===== config.mk =====
export PLATFORM = sky130hd
export DESIGN_NAME = mwto_front
export DESIGN_NICKNAME = d
export VERILOG_FILES = /design/src/rtl/core/mwto_pkg.sv /design/src/rtl/core/mwto_front.sv
export SDC_FILE = /design/constraint.sdc
export NUM_CORES = 1
export LEC_CHECK = 0
export ABC_AREA = 1
export BUFFER_PORTS_ARGS = -buffer_cell sky130_fd_sc_hd__buf_2
export CELL_PAD_IN_SITES_DETAIL_PLACEMENT = 0
export CELL_PAD_IN_SITES_GLOBAL_PLACEMENT = 2
export CORE_MARGIN = 1.5
export CORE_UTILIZATION = 34
export CTS_CLUSTER_DIAMETER = 80
export DETAILED_ROUTE_END_ITERATION = 12
export PLACE_DENSITY_LB_ADDON = 0.3
export SLEW_MARGIN = 20
export SYNTH_ARGS = -nofsm -noshare
export SYNTH_HDL_FRONTEND = slang
export SYNTH_SLANG_ARGS = --single-unit

===== constraint.sdc =====
create_clock -name clk_i -period 7.1 [get_ports clk_i]
set_clock_uncertainty 0.15 [all_clocks]
set_input_delay 0.71 -clock clk_i [delete_from_list [all_inputs] [get_ports clk_i]]
set_output_delay 0.71 -clock clk_i [all_outputs]
set_load 0.01 [all_outputs]

===== src/rtl/core/mwto_pkg.sv =====
`default_nettype none

package mwto_pkg;

  // Field widths fixed by the item formats
  localparam int unsigned SAMPLE_W     = 24;   // Q1.23
  localparam int unsigned PHASE_W      = 32;   // signed Q4.28
  localparam int unsigned PHASE_FRAC   = 28;
  localparam int unsigned FREQ_W       = 32;   // unsigned Q24.8
  localparam int unsigned BASE_FREQ_W  = 24;
  localparam int unsigned LVL_CNT_W    = 5;
  localparam int unsigned LOAD_LVL_W   = 4;
  localparam int unsigned LOAD_ENT_W   = 12;
  localparam int unsigned WEIGHT_W     = 16;   // interpolation / crossfade fraction
  localparam int unsigned CFG_IDX_W    = 2;
  localparam int unsigned CFG_DATA_W   = 24;

  // Job fields sized for the largest legal level count (32) and table (65536)
  localparam int unsigned LVL_W        = 5;
  localparam int unsigned ENT_W        = 16;

  localparam int unsigned QUEUE_DEPTH  = 4;

  localparam logic [BASE_FREQ_W-1:0] BASE_FREQ_RST   = 24'd5120;
  localparam logic [LVL_CNT_W-1:0]   LEVEL_COUNT_RST = 5'd11;

  typedef enum logic [CFG_IDX_W-1:0] {
    CFG_BASE_FREQ   = 2'd0,
    CFG_LEVEL_COUNT = 2'd1
  } mwto_cfg_idx_e;

  typedef struct packed {
    logic                         action;
    logic signed [PHASE_W-1:0]    phase;
    logic [FREQ_W-1:0]            freq;
    logic [LOAD_LVL_W-1:0]        level;
    logic [LOAD_ENT_W-1:0]        entry_index;
    logic signed [SAMPLE_W-1:0]   entry_value;
  } mwto_in_t;

  typedef struct packed {
    logic signed [SAMPLE_W-1:0]   sample_out;
  } mwto_out_t;

  // Classified work handed from front to back
  typedef struct packed {
    logic                         we;     // load in range
    logic                         play;
    logic                         last;   // no crossfade partner level
    logic                         oor;    // phase outside [0,1)
    logic [LVL_W-1:0]             lvl;
    logic [ENT_W-1:0]             ent;
    logic [WEIGHT_W-1:0]          fr;
    logic [BASE_FREQ_W-1:0]       rem;    // divider start remainder
    logic [WEIGHT_W-1:0]          nlow;   // divider numerator low bits
    logic signed [SAMPLE_W-1:0]   wdata;
  } mwto_job_t;

endpackage

`default_nettype wire


===== src/rtl/core/mwto_front.sv =====
`default_nettype none

module mwto_front
  import mwto_pkg::*;
#(
  parameter int unsigned TABLE_SIZE = 4096,
  parameter int unsigned MAX_LEVELS = 16
) (
  input  wire logic                   clk_i,
  input  wire logic                   rst_ni,
  input  wire logic                   in_valid_i,
  output logic                        in_ready_o,
  input  wire mwto_in_t               in_data_i,
  input  wire logic [BASE_FREQ_W-1:0] base_freq_i,
  input  wire logic [LVL_CNT_W-1:0]   level_count_i,
  output logic                        job_valid_o,
  input  wire logic                   job_ready_i,
  output mwto_job_t                   job_o
);

  localparam int unsigned TW = $clog2(TABLE_SIZE);
  localparam int unsigned LW = (MAX_LEVELS > 1) ? $clog2(MAX_LEVELS) : 1;
  localparam int unsigned NW = 6;
  localparam int unsigned SW = 56;   // base_freq shifted by up to 31

  // stage A: registered item plus chosen level
  logic            a_valid_q;
  mwto_in_t        a_in_q;
  logic [LW-1:0]   a_idx_q;
  logic            a_last_q;

  logic [NW-1:0]   n_lvl;
  logic [LW-1:0]   sel_idx;
  logic            sel_last;
  logic            found;

  // stage B
  logic [LW-1:0]        s_amt;
  logic [SW-1:0]        f0;
  logic [FREQ_W-1:0]    d_freq;
  logic [FREQ_W+WEIGHT_W-1:0] nsh;
  logic [PHASE_FRAC+TW-1:0]   posv;
  logic                 ld_ok;

  assign in_ready_o  = !a_valid_q || job_ready_i;
  assign job_valid_o = a_valid_q;

  always_comb begin
    if (level_count_i == '0) begin
      n_lvl = NW'(1);
    end else if (NW'(level_count_i) > NW'(MAX_LEVELS)) begin
      n_lvl = NW'(MAX_LEVELS);
    end else begin
      n_lvl = NW'(level_count_i);
    end
    sel_idx = LW'(n_lvl - 1'b1);
    found   = 1'b0;
    for (int k = 0; k < MAX_LEVELS; k++) begin
      if (!found && (NW'(k) < n_lvl) &&
          (SW'(in_data_i.freq) < (SW'(base_freq_i) << k))) begin
        sel_idx = LW'(k);
        found   = 1'b1;
      end
    end
    sel_last = ((NW'(sel_idx) + 1'b1) >= n_lvl);
  end

  always_ff @(posedge clk_i or negedge rst_ni) begin
    if (!rst_ni) begin
      a_valid_q <= 1'b0;
    end else if (in_ready_o) begin
      a_valid_q <= in_valid_i;
    end
  end

  always_ff @(posedge clk_i) begin
    if (in_valid_i && in_ready_o) begin
      a_in_q   <= in_data_i;
      a_idx_q  <= sel_idx;
      a_last_q <= sel_last;
    end
  end

  always_comb begin
    s_amt  = a_idx_q - 1'b1;
    f0     = (a_idx_q == '0) ? '0 : (SW'(base_freq_i) << s_amt);
    d_freq = a_in_q.freq - f0[FREQ_W-1:0];
    nsh    = (a_idx_q == '0) ? {d_freq, {WEIGHT_W{1'b0}}}
                             : ({d_freq, {WEIGHT_W{1'b0}}} >> s_amt);
    posv   = {a_in_q.phase[PHASE_FRAC-1:0], {TW{1'b0}}};
    ld_ok  = (NW'(a_in_q.level) < NW'(MAX_LEVELS)) &&
             ((ENT_W+1)'(a_in_q.entry_index) < (ENT_W+1)'(TABLE_SIZE));

    job_o.we    = a_in_q.action && ld_ok;
    job_o.play  = !a_in_q.action;
    job_o.last  = a_last_q;
    job_o.oor   = (a_in_q.phase[PHASE_W-1:PHASE_FRAC] != '0);
    job_o.fr    = posv[PHASE_FRAC-1:PHASE_FRAC-WEIGHT_W];
    job_o.wdata = a_in_q.entry_value;
    if (a_in_q.action) begin
      job_o.lvl = LVL_W'(a_in_q.level);
      job_o.ent = ENT_W'(a_in_q.entry_index);
    end else begin
      job_o.lvl = LVL_W'(a_idx_q);
      job_o.ent = ENT_W'(posv[PHASE_FRAC+TW-1:PHASE_FRAC]);
    end
    if (a_last_q) begin
      job_o.rem  = '0;
      job_o.nlow = '0;
    end else begin
      job_o.rem  = nsh[WEIGHT_W+BASE_FREQ_W-1:WEIGHT_W];
      job_o.nlow = nsh[WEIGHT_W-1:0];
    end
  end

endmodule

`default_nettype wire


# ---- Word level (Yosys, flattened, before mapping)
# Index checks and enable logic that the tools add are counted.
# Widths: inputs -> output; s select.
dict set report classes {
  addsub 4
  order_cmp 34
  shift 2
  mux 37
  n_reduce_logical 53
}
# operator count
set op_table {}
lappend op_table {{$mux 40} 2}
lappend op_table {{$mux 4} 16}
lappend op_table {{$shr 48x4->40} 1}
lappend op_table {{$lt 4x5->1 const A} 8}
lappend op_table {{$lt 32x39->1} 1}
lappend op_table {{$lt 32x38->1} 1}
lappend op_table {{$lt 32x37->1} 1}
lappend op_table {{$lt 32x36->1} 1}
lappend op_table {{$lt 32x35->1} 1}
lappend op_table {{$lt 32x34->1} 1}
lappend op_table {{$lt 32x33->1} 1}
lappend op_table {{$logic_and 1x1->1} 32}
lappend op_table {{$lt 32x24->1} 1}
lappend op_table {{$lt 32x25->1} 1}
lappend op_table {{$lt 32x26->1} 1}
lappend op_table {{$lt 32x27->1} 1}
lappend op_table {{$lt 32x28->1} 1}
lappend op_table {{$lt 32x29->1} 1}
lappend op_table {{$lt 32x30->1} 1}
lappend op_table {{$lt 32x31->1} 1}
lappend op_table {{$lt 32x32->1} 1}
lappend op_table {{$mux 32} 1}
lappend op_table {{$shl 24x4->32} 1}
lappend op_table {{$sub 32x32->32} 1}
lappend op_table {{other kinds (16)} 52}
dict set report word_totals {
  regBits 111
  in_bits 138
  output_inout_bits 107
  elab_cells 139
}

# ---- Longest topological paths before layout
dict set report depth {
  depth_word 68
  ltp_mapped 34
  depth_no_buf 34
}

# ---- Worst setup path before layout
# No wires, ideal clock.
dict set report synth_timing {
  kind {input to register}
  start {input in_valid_i}
  end {register a_idx_q[0] (enable)}
  setup_ps 615
  t_arrival_ps 6055
  t_required_ps 6335
  slack_ps 280
  path_stages 2
  path_cell_list {inv_1 a21oi_1}
}
dict set report synth_between {
  elab_chain_len 1
}
# item line_no
set synth_lines {}
lappend synth_lines {{start, declared} mwto_front.sv:11} ;# input wire logic in_valid_i,
lappend synth_lines {{$logic_and 1x1->1} mwto_front.sv:77} ;# if (in_valid_i && in_ready_o) begin
lappend synth_lines {{end signal, assigned} mwto_front.sv:79} ;# a_idx_q <= sel_idx;
lappend synth_lines {{end, declared} mwto_front.sv:29} ;# logic [LW-1:0] a_idx_q;
# No other way between the ends.
# A chain may end at the register's enable or synchronous reset.

==> results.md <==
* Status: finished, final reports clean
* Largest net degree at the start of global routing at 61
* Post-synthesis mux area share at 1.25%
* Hold Path Class: in -> reg
* Pins Over Slew Limit at 0
* First-pass GRT wire length at 90,900 µm
* Worst-margin pin slew at 0.830 ns
* Worst Setup Path Type: reg -> out
* CTS clk-pin slew, worst paths at roughly 0.090 ns
* Min-Delay Startpoint: in_data_i[36]
* Num rows at 81
* Routed Wire Length at ~60,000 µm
* Mapped cell area at 16,900 µm²
* Root buf cell: clkbuf_16
* Syn Inst Count at about 2,300
* Core Region at about 49,000 µm²
* Postcts setup bufs at 0
* Dpl hpwl at between 40,000 and 50,000 µm
* Seq cells post-synth at roughly 110
* Post-synth cell types at 64
* Commonest register cell after synthesis: edfxtp_1
* Full die area at 50,900 µm²
* R2r worst-path depth at 2
* Clk_lat worst skew at 0.38 ns
* Layout cells sized above 1 at 13.5%
* Initial DRC count at approximately 850
* Post-synthesis compound-gate area fraction at 17.6%
* Clock Sinks at roughly 110
* Clock tree from TritonCTS: yes
* Post-route non-filler standard cell count at 3,154
* Syn_area_per_cell at 7.35 µm²
* Final TNS setup at 0 ns
* Crit Reg-Reg Endpoint: a_in_q[67]$_DFFE_PP_
* Hold depth at 1
* P&R area growth vs syn at 12.4%
* Placed Instances at 3,134
* Register area share after synthesis at 19.7%
* Net Sw Power at 1.95 mW
* Warnings from Yosys at 0
* Final setup fails at 0
* DR vias at 16,635
* Die Ht at between 200 and 250 µm
* CP startpoint kind: register
* Post-synthesis xor/xnor area fraction at 1.40%
* Combinational share of power at about two thirds
* LEAKAGE at 9.44 nW
* Post-DRT Antenna Nets at 0
* Placer Congestion at 0.886
* Antenna violations before repair at 1
* Setup crit end kind: primary output
* Sequential Power Share at 20.5%
* Simple-Gate Fraction of Synth Area at 23.6%
* Setup crit start: a_idx_q[1]$_DFFE_PP_
* Gr ovfl total at 0
* Internal at 1.88 mW
* I/O pins at 245
* Final number of hold-violating endpoints at 0
* IO buf count at 238
* CTS Buffer Depth at 2
* Data arrival, critical path at 5.50 ns
* EDFF count, synth at between 100 and 150
* Max-cap violations at 0
* Drt first pass iters at 5
* PwrDens at 202 nW/µm²
* Switching share of power at 51.0%
* Worst EP required at 6.24 ns
* Initial Utilization at between 30 and 40%
* Gr usage total at 22.8%
* Worst VDD drop at 0.130 mV
* RSZ-0062 raised after global routing: false
* WHS Endpoint: a_in_q[36]$_DFFE_PP_
* Slew HR at between 40 and 50%
* Tmin final at 6.36 ns
* DRC at 0
* Vias in the first global route at 16,475
* Critical register-to-register path startpoint: job_valid_o$_DFFE_PN0N_
* Die width at ~230 µm
* Via density at 5.27
* FF-to-FF setup slack at 5.28 ns
* Clock power frac at around 15%
* Wire per inst at 18.5 µm
* Post-synth ARST share at 0.901%
* Main combinational cell family by area after synthesis: adder cells
* Fmax at 157 MHz
* H-tree depth at 3
* Final period util at 89.6%
* Num CTS Buffers at 9
* Post-Synth Adder-Cell Area at about 28%
* Layout Nets at 3,001
* Worst Path Max Fanout at 27
-- Yosys cell counts, types with 5 or more instances --
library cell	count	area [µm²]
nand2_1	532	2000
ha_1	380	4750
a21oi_1	213	1070
inv_1	208	781
o21ai_0	159	796
nand3_1	157	786
nor2_1	126	473
edfxtp_1	110	3300
buf_4	48	360
clkbuf_1	45	169
nand4_1	36	225
nor3_1	36	180
o211ai_1	28	210
mux2i_1	21	210
o21a_1	19	143
xor2_1	16	140
a21o_1	11	82.6
a31oi_1	11	68.8
xnor2_1	11	96.3
a211oi_1	9	67.6
nor2_2	9	56.3
o2111ai_1	9	78.8
o21bai_1	8	60.1
o21ai_1	7	35.0
o221ai_1	7	61.3
or2_2	7	43.8
a22oi_1	6	45.0
buf_1	5	18.8
-- layout make-up --
type                    instances  area, µm²
diodes                          3       7.51
clock buffers                   9        225
flip-flops and latches        111       3330
fillers                      5253      30000
well taps                     664        831
clock inverters                 7       93.8
repair buffers                271       1440
multi-input cells            1875      12200
inverters                     214        803
-- registers in the layout, indices dropped and copies added (netlist names) --
register and cells:
job_valid_o 1, a_in_q 64, a_last_q 1, a_idx_q 4
job_o 41
-- layer usage --
metal	track usage, %	wire (µm)
met5	0	0
met4	6.13	1220
met3	1.76	1660
met2	41.1	28400
met1	29.2	27000
-- worst max-delay path by stage --
| stage | end | slack, ns | depth (start not counted) |
|---|---|---|---|
| final | job_o[54] | 0.74 | 25 |
| after global routing | job_o[62] | 0.18 | 24 |
| after CTS | job_o[54] | 0.71 | 25 |
| after detailed placement | job_o[54] | 1.14 | 25 |
| after global placement | job_o[54] | 1.09 | 25 |
| after floorplan | a_idx_q[0]$_DFFE_PP_ | 0.28 | 2 |
-- what timing repair did --
item                      CTS  global route
gates resized for setup     0             0
hold buffers                1             0
hold endpoints to repair    1             0
-- power groups by stage --
| stage | Clock, mW | Combinational, mW | Sequential (mW) |
|---|---|---|---|
| 3_3_place_gp | 0 | 2.47 | 0.800 |
| 6_report | 0.558 | 2.49 | 0.785 |
| 5_1_grt | 0.587 | 2.83 | 0.790 |
| 2_1_floorplan | 0 | 1.73 | 0.799 |
| 3_5_place_dp | 0 | 2.48 | 0.800 |
| 4_1_cts | 0.570 | 2.49 | 0.786 |
-- cell families (layout without fill, tap and decap cells) --
logic type / count (synthesis) / in the layout
flops: 111 / 111
other cells: 1 / 9
buf+inv: 314 / 501
mux: 21 / 21
compound gates: 512 / 512
xor+xnor: 27 / 27
simple gates: 928 / 928
fa+ha+maj: 381 / 381
-- worst max-delay path, cell delays in order, from the launching register on --
cell      delay (ns)
edfxtp_1        0.37
inv_1           0.12
ha_2            0.22
xnor2_2         0.13
clkinv_1        0.60
o21ai_0         0.72
nand2_1         0.09
o21ai_0         0.10
inv_1           0.06
ha_1            0.36
nand2_1         0.12
nor4_1          0.40
nand3_1         0.20
nand3_1         0.16
nand3_1         0.10
nand2_1         0.09
a31oi_1         0.14
xor2_1          0.18
nand2_1         0.07
o21ai_0         0.13
o21ai_0         0.18
nand2_1         0.10
nand2_1         0.13
nor2_1          0.05
nor2_1          0.13
buf_2           0.15
-- per-stage QoR --
stage | utilization [%] | cell area (µm²) | setup WS (ns) | hold WS [ns] | total power [mW]
final | 38.7 | 18900 | 0.741 | 0.344 | 3.83
after floorplan | - | 16900 | 0.280 | 0.264 | 2.53
after global placement | 38.0 | 18600 | 1.09 | 0.336 | 3.27
after global routing | 38.7 | 18900 | 0.182 | 0.334 | 4.20
after CTS | 38.7 | 18900 | 0.705 | 0.329 | 3.85
after detailed placement | 38.0 | 18600 | 1.14 | 0.340 | 3.28
-- cells in the final DEF (no fill, tap or decap), types with 8 or more instances in the layout --
master and count:
xor2_1 16, nor2_2 10, o21a_1 19, buf_4 32, o21ai_0 159, a211oi_1 9, xnor2_1 10, nand2_1 532
o211ai_1 28, ha_1 379, o2111ai_1 9, mux2i_1 21, edfxtp_1 110, a21o_1 11, nand4_1 36, o21bai_1 8
a21oi_1 212, nor3_1 36, buf_2 238, nor2_1 125, clkbuf_16 9, nand3_1 157, inv_1 208, a31oi_1 11
No activity file was read; power rests on OpenSTA's default activity.
