### src/rtl/core/mwto_pkg.sv
`default_nettype none

package mwto_pkg;

  // Field widths fixed by the item formats
  localparam int unsigned SAMPLE_W     = 24;   // Q1.23
  localparam int unsigned PHASE_W      = 32;   // signed Q4.28
  localparam int unsigned PHASE_FRAC   = 28;
  localparam int unsigned FREQ_W       = 32;   // unsigned Q24.8
  localparam int unsigned BASE_FREQ_W  = 24;
  localparam int unsigned LVL_CNT_W    = 5;
  localparam int unsigned LOAD_LVL_W   = 4;
  localparam int unsigned LOAD_ENT_W   = 12;
  localparam int unsigned WEIGHT_W     = 16;   // interpolation / crossfade fraction
  localparam int unsigned CFG_IDX_W    = 2;
  localparam int unsigned CFG_DATA_W   = 24;

  // Job fields sized for the largest legal level count (32) and table (65536)
  localparam int unsigned LVL_W        = 5;
  localparam int unsigned ENT_W        = 16;

  localparam int unsigned QUEUE_DEPTH  = 4;

  localparam logic [BASE_FREQ_W-1:0] BASE_FREQ_RST   = 24'd5120;
  localparam logic [LVL_CNT_W-1:0]   LEVEL_COUNT_RST = 5'd11;

  typedef enum logic [CFG_IDX_W-1:0] {
    CFG_BASE_FREQ   = 2'd0,
    CFG_LEVEL_COUNT = 2'd1
  } mwto_cfg_idx_e;

  typedef struct packed {
    logic                         action;
    logic signed [PHASE_W-1:0]    phase;
    logic [FREQ_W-1:0]            freq;
    logic [LOAD_LVL_W-1:0]        level;
    logic [LOAD_ENT_W-1:0]        entry_index;
    logic signed [SAMPLE_W-1:0]   entry_value;
  } mwto_in_t;

  typedef struct packed {
    logic signed [SAMPLE_W-1:0]   sample_out;
  } mwto_out_t;

  // Classified work handed from front to back
  typedef struct packed {
    logic                         we;     // load in range
    logic                         play;
    logic                         last;   // no crossfade partner level
    logic                         oor;    // phase outside [0,1)
    logic [LVL_W-1:0]             lvl;
    logic [ENT_W-1:0]             ent;
    logic [WEIGHT_W-1:0]          fr;
    logic [BASE_FREQ_W-1:0]       rem;    // divider start remainder
    logic [WEIGHT_W-1:0]          nlow;   // divider numerator low bits
    logic signed [SAMPLE_W-1:0]   wdata;
  } mwto_job_t;

endpackage

`default_nettype wire

### src/rtl/core/mwto_fifo.sv
`default_nettype none

module mwto_fifo
  import mwto_pkg::*;
(
  input  wire logic      clk_i,
  input  wire logic      rst_ni,
  input  wire logic      push_i,
  input  wire mwto_job_t data_i,
  output logic           full_o,
  input  wire logic      pop_i,
  output logic           empty_o,
  output mwto_job_t      data_o
);

  localparam int unsigned PW = $clog2(QUEUE_DEPTH);

  mwto_job_t       mem_q [QUEUE_DEPTH];
  logic [PW-1:0]   wptr_q, wptr_d, rptr_q, rptr_d;
  logic [PW:0]     cnt_q, cnt_d;
  logic            do_push, do_pop;

  assign full_o  = (cnt_q == (PW+1)'(QUEUE_DEPTH));
  assign empty_o = (cnt_q == '0);
  assign do_push = push_i && !full_o;
  assign do_pop  = pop_i && !empty_o;
  assign data_o  = mem_q[rptr_q];

  always_comb begin
    wptr_d = do_push ? wptr_q + 1'b1 : wptr_q;
    rptr_d = do_pop  ? rptr_q + 1'b1 : rptr_q;
    cnt_d  = cnt_q;
    if (do_push && !do_pop) begin
      cnt_d = cnt_q + 1'b1;
    end else if (do_pop && !do_push) begin
      cnt_d = cnt_q - 1'b1;
    end
  end

  always_ff @(posedge clk_i or negedge rst_ni) begin
    if (!rst_ni) begin
      wptr_q <= '0;
      rptr_q <= '0;
      cnt_q  <= '0;
    end else begin
      wptr_q <= wptr_d;
      rptr_q <= rptr_d;
      cnt_q  <= cnt_d;
    end
  end

  always_ff @(posedge clk_i) begin
    if (do_push) begin
      mem_q[wptr_q] <= data_i;
    end
  end

endmodule

`default_nettype wire

### config.mk
export PLATFORM = sky130hd
export DESIGN_NAME = mwto_fifo
export DESIGN_NICKNAME = d
export VERILOG_FILES = /design/src/rtl/core/mwto_pkg.sv /design/src/rtl/core/mwto_fifo.sv
export SDC_FILE = /design/constraint.sdc
export NUM_CORES = 1
export LEC_CHECK = 0
export ABC_AREA = 0
export BUFFER_PORTS_ARGS = -buffer_cell sky130_fd_sc_hd__buf_2
export CAP_MARGIN = 20
export CORE_ASPECT_RATIO = 0.7
export CORE_MARGIN = 2
export CORE_UTILIZATION = 57
export DETAILED_ROUTE_END_ITERATION = 16
export GPL_TIMING_DRIVEN = 0
export HOLD_SLACK_MARGIN = 0.15
export PLACE_DENSITY_LB_ADDON = 0.3
export SLEW_MARGIN = 25
export SYNTH_ARGS = -nofsm -noshare
export SYNTH_HDL_FRONTEND = slang
export SYNTH_SLANG_ARGS = --single-unit
### constraint.sdc
create_clock -name clk_i -period 4.6 [get_ports clk_i]
set_input_delay 0.92 -clock clk_i [delete_from_list [all_inputs] [get_ports clk_i]]
set_output_delay 0.92 -clock clk_i [all_outputs]
set_load 0.05 [all_outputs]
* After elaboration in Yosys (flattened, before gate mapping) *
Memories as Yosys holds them, arrays and structs flattened.
Cells that the tools add are included.
W data, S select, Z words.

operators by class
  reductions and logical operators = 10
  eq/ne operators = 1
  muxes and demuxes = 4
  add/subtract/negate cells = 4

operators by type and width
  operator               count
  $mux W3                2
  $add A2 B1 Y2 const B  2
  $logic_and A1 B1 Y1    4
  $logic_not A1 Y1       4
  $add A3 B1 Y3 const B  1
  $eq A3 B3 Y1 const B   1
  $logic_not A3 Y1       1
  $sub A3 B1 Y3 const B  1
  $mux W1                2
  $reduce_bool A2 Y1     1

word-level totals
  memories kept = 1
  input port bits = 109
  logic and storage cells = 23
  flip-flop bits (word level) = 7
  memory bits (writable) = 420

memories
  memory  words  width  rd ports  clocked after memory_dff  write ports  line             RTL
  mem_q   4      105    1         0                         1            mwto_fifo.sv:18  mwto_job_t mem_q [QUEUE_DEPTH];

* Longest topological paths before layout *
Gate-level depths: netlist of the first run.

  depth after elaboration = 7
  depth in mapped cells = 9
  mapped depth without buffers = 8

* Worst setup path after synthesis of the first run *
Ideal clock, no wire load.

  path type = input to register
  start point = in push_i
  end point = mem mem_q[0][0] (netlist name) (enable)
  arrival time = 3.628 ns
  library setup time = 0.476 ns
  slack = 0.496 ns
  stages on the path = 3
  path through = nor2b_1 -> buf_2 -> and2_1

on the way
  word-level cells in the longest chain between the ends = 3

ends and longest elaborated chain
  what                           line             RTL
  from (decl)                    mwto_fifo.sv:8   input wire logic push_i,
  $logic_and A1 B1 Y1            mwto_fifo.sv:25  assign do_push = push_i && !full_o;
  net do_push                    mwto_fifo.sv:21  logic do_push, do_pop;
  $mux W1                        mwto_fifo.sv:53  if (do_push) begin
  $mux W1 (implied by the code)  mwto_fifo.sv:54  mem_q[wptr_q] <= data_i;
  to (decl)                      mwto_fifo.sv:18

The timed path passes the listed nets, and every way through them passes these cells.

==> impl_metrics.py, run 1 <==
metrics = {
    "synth": {
        "synth-seq-cells": 427,
        "synthesis.area_mm2": 0.0155,
        "synthArstFlopShare": 0.0164,
        "yosysTopAreaCell": "edfxtp_1",
        "synth_warnings": 0,
        "synth_flop_cell": "edfxtp_1",
        "syn_inst": 585,
        "ys_seq_area_frac": 0.823,
        "synth_area_leaders": "edfxtp_1 (81%), mux4_2 (15%), dfrtp_1 (1.1%)",
        "synth_edf_count": 420,
        "ys_types": 22,
        "avgSynthCellArea_um2": 26.6,
        "netlist.area_leader.share": 0.811,
        "postSynthNetCount": 700,
    },
    "pwr": {
        "power.density_mw_per_mm2": 758,
        "p_leak_nw": 6.35,
        "p_total_mw": 14.0,
        "ir_drop_mv": 0.492,
    },
    "worst_hold_path": {
        "min_path_type": "in -> async",
    },
    "placed_design": {
        "placed_area_mm2": 0.0173,
        "io_buffers": 215,
        "dp_hpwl_mm": 19.0,
        "place_congestion": 0.739,
    },
    "sta": {
        "skew_ns": 0.0162,
        "fmax_mhz": 306,
        "min_period_over_period": 0.710,
        "maxSlewViolCount": 0,
        "hold_viol_final": 0,
        "max_slew_margin": 0.501,
        "rsz0062_at_grt": "no",
        "min_period_ns": 3.26,
        "setup_violations": 0,
        "finalSetupTns_ns": 0,
        "worst_pin_slew_ns": 0.748,
    },
    "layout": {
        "nFillCells": 1655,
        "layout-area-overhead-vs-synth_pct": 19.1,
        "final_common_cell": "edfxtp_1",
        "design_area_mm2": 0.0185,
        "layout.nets": 964,
        "regArea_mm2": 0.0128,
        "multi_input_area_mm2": 0.00259,
        "layout_common_cells": "edfxtp_1 (420), buf_2 (229), mux4_2 (105), clkbuf_16 (41), clkbuf_1 (13)",
        "drive_above_1_share": 0.465,
    },
    "clock_network": {
        "root_buffer": "clkbuf_16",
        "cts-hold-fix-buffers": 0,
        "clkLatencyLatePin_ns": 0.53,
        "cts_buffers": 39,
        "cts_setup_buffers": 0,
        "cts_resized": 0,
        "clock-sinks": 427,
        "htree_levels": 2,
        "clockBufferDepth": 3,
        "cts_tree": "yes",
        "path_clk_slew_ns": 0.06,
    },
    "global_routing": {
        "grtUsageTotal": 0.213,
        "grt-ovfl-total": 0,
        "grt_pass1_wl_mm": 45.4,
        "antenna_found_initial": 2,
        "grt_max_degree": 39,
        "grt_pass1_vias": 7640,
        "grt.busiest_layer": "met2",
        "use_met2": 0.344,
        "use_met3": 0.0646,
        "grt_use_met1": 0.291,
    },
    "detailed_routing": {
        "via_per_inst": 5.67,
        "ant_nets": 0,
        "remaining_drc_errors": 0,
        "vias": 7031,
        "wl_per_cell_um": 23.8,
        "drt_iter0_markers": 568,
        "drt-total-wl_mm": 29.5,
        "dr.pass1.iters": 5,
    },
    "die": {
        "dieArea_mm2": 0.0286,
        "core_area_mm2": 0.0268,
        "rows": 50,
        "fp.dieW_um": 201,
        "io_pins": 216,
        "dieHeight_um": 142,
        "initial_utilization": 0.581,
    },
    "outcome": {
        "outcome": "complete, no violations",
    },
    "setup_path": {
        "worstPathArrival_ns": 2.34,
        "r2r-start": "cnt_q[2]$_DFFE_PN0P_",
        "crit_type": "reg -> out",
        "cp-start-kind": "flip-flop",
        "startpoint": "rptr_q[1]$_DFFE_PN0P_",
        "worst_r2r_path_depth": 6,
        "crit_path_end_kind": "primary output",
        "cp_data_required_time_ns": 3.68,
        "critPathMaxFanout": 10,
    },
    "job": {
        "max_cap_violations": 0,
    },
}
[worst paths after layout]
kind | slack [ns] | endpoint
worst min-delay path | 0.21 | cnt_q[2]$_DFFE_PN0P_
worst max-delay path | 1.34 | data_o[29]
worst max register to register | 2.24 | mem_q[0][35]$_DFFE_PP_
worst min register to register | 0.49 | cnt_q[2]$_DFFE_PN0P_
max in group asynchronous | 4.23 | rptr_q[1]$_DFFE_PN0P_
min in group clk_i | 0.49 | cnt_q[2]$_DFFE_PN0P_
[power breakdown]
part / total [mW] / switching (mW) / internal, mW
combinational: 5.55 / 3.89 / 1.66
sequential: 5.32 / 0.180 / 5.14
clock: 3.18 / 1.32 / 1.85
total: 14.0 / 5.39 / 8.65
[Yosys cell counts, drive strengths merged (2+ instances only)]
| cell type | instances |
|---|---|
| edfxtp | 420 |
| xor2 | 2 |
| mux2 | 2 |
| buf | 20 |
| inv | 4 |
| and2 | 4 |
| mux4 | 105 |
| ha | 5 |
| clkbuf | 5 |
| xnor2 | 4 |
| dfrtp | 7 |
[worst max-delay path, cell delays in order, from the launching register on]
cell and delay, ns:
dfrtp_1 0.31, buf_2 0.23, clkbuf_1 0.59, mux4_2 0.44
buf_2 0.23
[stage by stage]
step           worst slack, ns   util  hold slack [ns]  instances
2_1_floorplan            0.496      -            0.445        585
3_3_place_gp             -1.31  0.638            0.464       1164
3_5_place_dp              1.76  0.645            0.483       1172
4_1_cts                   1.22  0.691            0.187       1239
5_1_grt                   1.16  0.691            0.204       1239
6_report                  1.34  0.692            0.213       1241
[metal layers]
layer	wire length (µm)	part of all wire	up-vias
met1	12100	0.41	3672
met4	448	0.015	0
met3	2440	0.083	37
met5	0	0	-
li1	-	-	3050
met2	14500	0.49	272
[flip-flops by register name, indices dropped and copies added, names as in the netlist]
register,cells
mem_q,420
cnt_q,3
rptr_q,2
wptr_q,2
[cell type report]
cell class | count | area share
Clock inverter | 18 | 0.0106
Tap cell | 364 | 0.0246
Inverter | 4 | 0.000811
Multi-Input combinational cell | 129 | 0.140
Buffer | 25 | 0.00845
Sequential cell | 427 | 0.691
Clock buffer | 49 | 0.0570
Antenna cell | 2 | 0.000270
Timing Repair Buffer | 223 | 0.0676
[logic make-up after synthesis]
| family | share of synthesized area |
|---|---|
| and+or+nand+nor | 0.00402 |
| adders and majority gates | 0.00531 |
| xor gates and xnor gates | 0.00338 |
| DFF | 0.823 |
| buffers and inverters | 0.0110 |
| muxes | 0.154 |
No activity file was read; power rests on OpenSTA's default activity.
==> run 2, diff against run 1 <==
Settings changed: ABC_AREA 0 to 1, CORE_UTILIZATION 57 to 52.
Clock period 4.6 ns to 2.7 ns, I/O delays scaled along.
==> impl_metrics.py, run 2 <==
metrics = {
    "setup_path": {
        "critPathBufInv": 5,
        "crit_type": "reg -> out",
        "crit_family": "buffers and inverters",
        "cp_data_required_time_ns": 2.16,
        "critPathMaxFanout": 10,
        "cpPeakStageDelay_ns": 0.36,
        "worstPathArrival_ns": 2.11,
        "worst_r2r_path_depth": 7,
        "crit_top_cell": "buf_4",
        "crit_slowest_cell": "dfrtp_1",
        "cp-start-kind": "flip-flop",
        "crit_path_end_kind": "primary output",
        "crit_chain": "buf_4 > inv_4 > buf_6 > buf_4 > o211ai_1 > nand2_1 > clkbuf_4",
        "cp.depth": 7,
    },
    "sta": {
        "min_period_over_period": 0.981,
        "max_slew_margin": 0.533,
        "skew_ns": 0.0167,
        "maxSlewViolCount": 0,
        "rsz0062_at_grt": "yes",
        "setup_violations": 0,
        "min_period_ns": 2.65,
        "finalSetupTns_ns": 0,
        "worst_pin_slew_ns": 0.699,
        "fmax_mhz": 378,
        "setup_ws_ns": 0.0518,
        "hold_viol_final": 0,
        "whs_ns": 0.213,
    },
    "clock_network": {
        "clockBufferDepth": 3,
        "cts_buffers": 41,
        "clock-sinks": 427,
        "clkLatencyLatePin_ns": 0.54,
        "cts_tree": "yes",
        "root_buffer": "clkbuf_16",
        "path_clk_slew_ns": 0.07,
        "htree_levels": 2,
        "cts_setup_buffers": 0,
    },
    "layout": {
        "top_regs": "mem_q: 420 flops, cnt_q: 3 flops",
        "final_common_cell": "edfxtp_1",
        "layout.nets": 1682,
        "layout_common_cells": "edfxtp_1 (420), nand2_1 (332), inv_1 (225), o211ai_1 (210), buf_2 (191)",
        "drive_above_1_share": 0.233,
        "regMostFlops": "mem_q",
        "largest_reg_flops": 420,
        "layout-area-overhead-vs-synth_pct": 21.5,
        "stdcell_count": 2028,
    },
    "detailed_routing": {
        "wl_per_cell_um": 18.6,
        "drt_iter0_markers": 880,
        "ant_nets": 0,
        "drt-total-wl_mm": 37.8,
        "via_per_inst": 5.18,
        "dr.pass1.iters": 5,
        "vias": 10500,
        "remaining_drc_errors": 0,
    },
    "placed_design": {
        "dp_cells": 1950,
        "io_buffers": 215,
        "dpl_worst_slack_ns": 0.381,
        "dp_hpwl_mm": 24.8,
        "place_congestion": 0.735,
    },
    "global_routing": {
        "use_met2": 0.364,
        "antenna_found_initial": 4,
        "grt_pass1_vias": 10300,
        "grt_use_met1": 0.316,
        "grtUsageTotal": 0.224,
        "grt-ovfl-total": 0,
        "use_met3": 0.0413,
        "grt_max_degree": 24,
        "grt_pass1_wl_mm": 57.9,
        "grt.busiest_layer": "met2",
    },
    "synth": {
        "synthTopCellsByCount": "edfxtp_1 (420), nand2_1 (333), inv_1 (225)",
        "synth_most_common_cell": "edfxtp_1",
        "synth-seq-cells": 427,
        "synth_area_leaders": "edfxtp_1 (74%), o211ai_1 (9.2%), nand2_1 (7.3%)",
        "synth_flop_cell": "edfxtp_1",
        "synthArstFlopShare": 0.0164,
        "synth_warnings": 0,
        "netlist.area_leader.share": 0.739,
        "ys_types": 18,
        "synthesis.area_mm2": 0.0171,
        "yosysTopAreaCell": "edfxtp_1",
        "ys_seq_area_frac": 0.749,
        "syn_inst": 1286,
        "synth_edf_count": 420,
        "postSynthNetCount": 1401,
        "avgSynthCellArea_um2": 13.3,
    },
    "job": {
        "max_cap_violations": 0,
    },
    "pwr": {
        "combinationalPowerShare": 0.463,
        "p_total_mw": 26.9,
        "power.density_mw_per_mm2": 1290,
        "ir_drop_mv": 1.07,
        "p_leak_nw": 8.47,
        "switching_share": 0.436,
        "p_sw_mw": 11.7,
        "pwr-share-clk": 0.203,
        "p_seq_frac": 0.334,
        "p_int_mw": 15.1,
    },
    "outcome": {
        "outcome": "complete, no violations",
    },
    "die": {
        "initial_utilization": 0.528,
        "dieHeight_um": 156,
        "rows": 55,
        "core_area_mm2": 0.0323,
        "dieArea_mm2": 0.0343,
        "fp.dieW_um": 221,
        "io_pins": 216,
    },
    "worst_hold_path": {
        "holdPathStages": 1,
        "min_path_type": "in -> reg",
    },
}
run 2: changes by cell type after synthesis, moves of 3 or more:
cell      before  now
nand2_1        1  333
and2_1         4    0
buf_6          4   13
nor2_1         1    4
nand3_1        1    7
buf_1          0    4
o211ai_1       0  210
mux4_2       105    0
buf_4          1   17
buf_2         14   28
xnor2_1        4    1
inv_1          4  225
run 2: layout make-up:
type,instances,area (µm²)
clock buffer,54,1160
clock inverter,19,123
sequential,427,12800
multi-input combinational,563,3020
timing repair buffer,238,1750
antenna,4,10.0
buffer,69,513
fill,2368,11600
inverter,227,857
tap,427,534
run 2: repair_timing:
item / 4_1_cts / 5_1_grt
setup endpoints to repair: 66 / 86
endpoints found under the hold margin: 7 / 0
pin swaps: 0 / 0
hold buffers: 1 / 0
resized for setup: 35 / 40
run 2: routing by layer:
metal | wire length (µm) | up-vias | part of all wire
met3 | 2390 | 46 | 0.063
met5 | 13 | - | 0.00034
met4 | 573 | 2 | 0.015
met1 | 16700 | 5077 | 0.44
met2 | 18100 | 318 | 0.48
li1 | - | 5072 | -
run 2: per-stage QoR:
step	utilization	instance area, µm²
global placement	0.579	18700
finish	0.642	20800
global route	0.641	20700
floorplan	-	17100
CTS	0.639	20700
detailed placement	0.596	19300
run 2: worst paths after layout:
kind / end / start / slack [ns]
min reg2reg: cnt_q[2]$_DFFE_PN0P_ / cnt_q[2]$_DFFE_PN0P_ / 0.53
max: data_o[60] / rptr_q[1]$_DFFE_PN0P_ / 0.05
min in group asynchronous: wptr_q[1]$_DFFE_PN0P_ / rst_ni / 0.42
max reg2reg: mem_q[2][59]$_DFFE_PP_ / cnt_q[0]$_DFFE_PN0P_ / 0.46
min: mem_q[1][77]$_DFFE_PP_ / data_i[77] / 0.21
max in group asynchronous: wptr_q[0]$_DFFE_PN0P_ / rst_ni / 2.11
run 2: cell families (layout without fill, tap and decap cells):
family / count (synthesis) / after routing / share of synthesized area
AO/OA/AOI/OAI: 211 / 211 / 0.0926
XOR/XNOR: 1 / 1 / 0.000513
adder cells (fa/ha/maj): 6 / 6 / 0.00484
buffers and inverters: 296 / 607 / 0.0766
flip-flops: 427 / 427 / 0.749
other: 0 / 4 / 0
AND/OR/NAND/NOR: 345 / 345 / 0.0765
run 2: power by group through the flow:
stage          Combinational, mW  Clock [mW]  Sequential (mW)
5_1_grt                     13.3        5.81             9.07
4_1_cts                     12.4        5.53             8.97
6_report                    12.4        5.45             8.97
2_1_floorplan               8.43           0             9.11
3_5_place_dp                12.2           0             9.11
3_3_place_gp                11.5           0             9.19
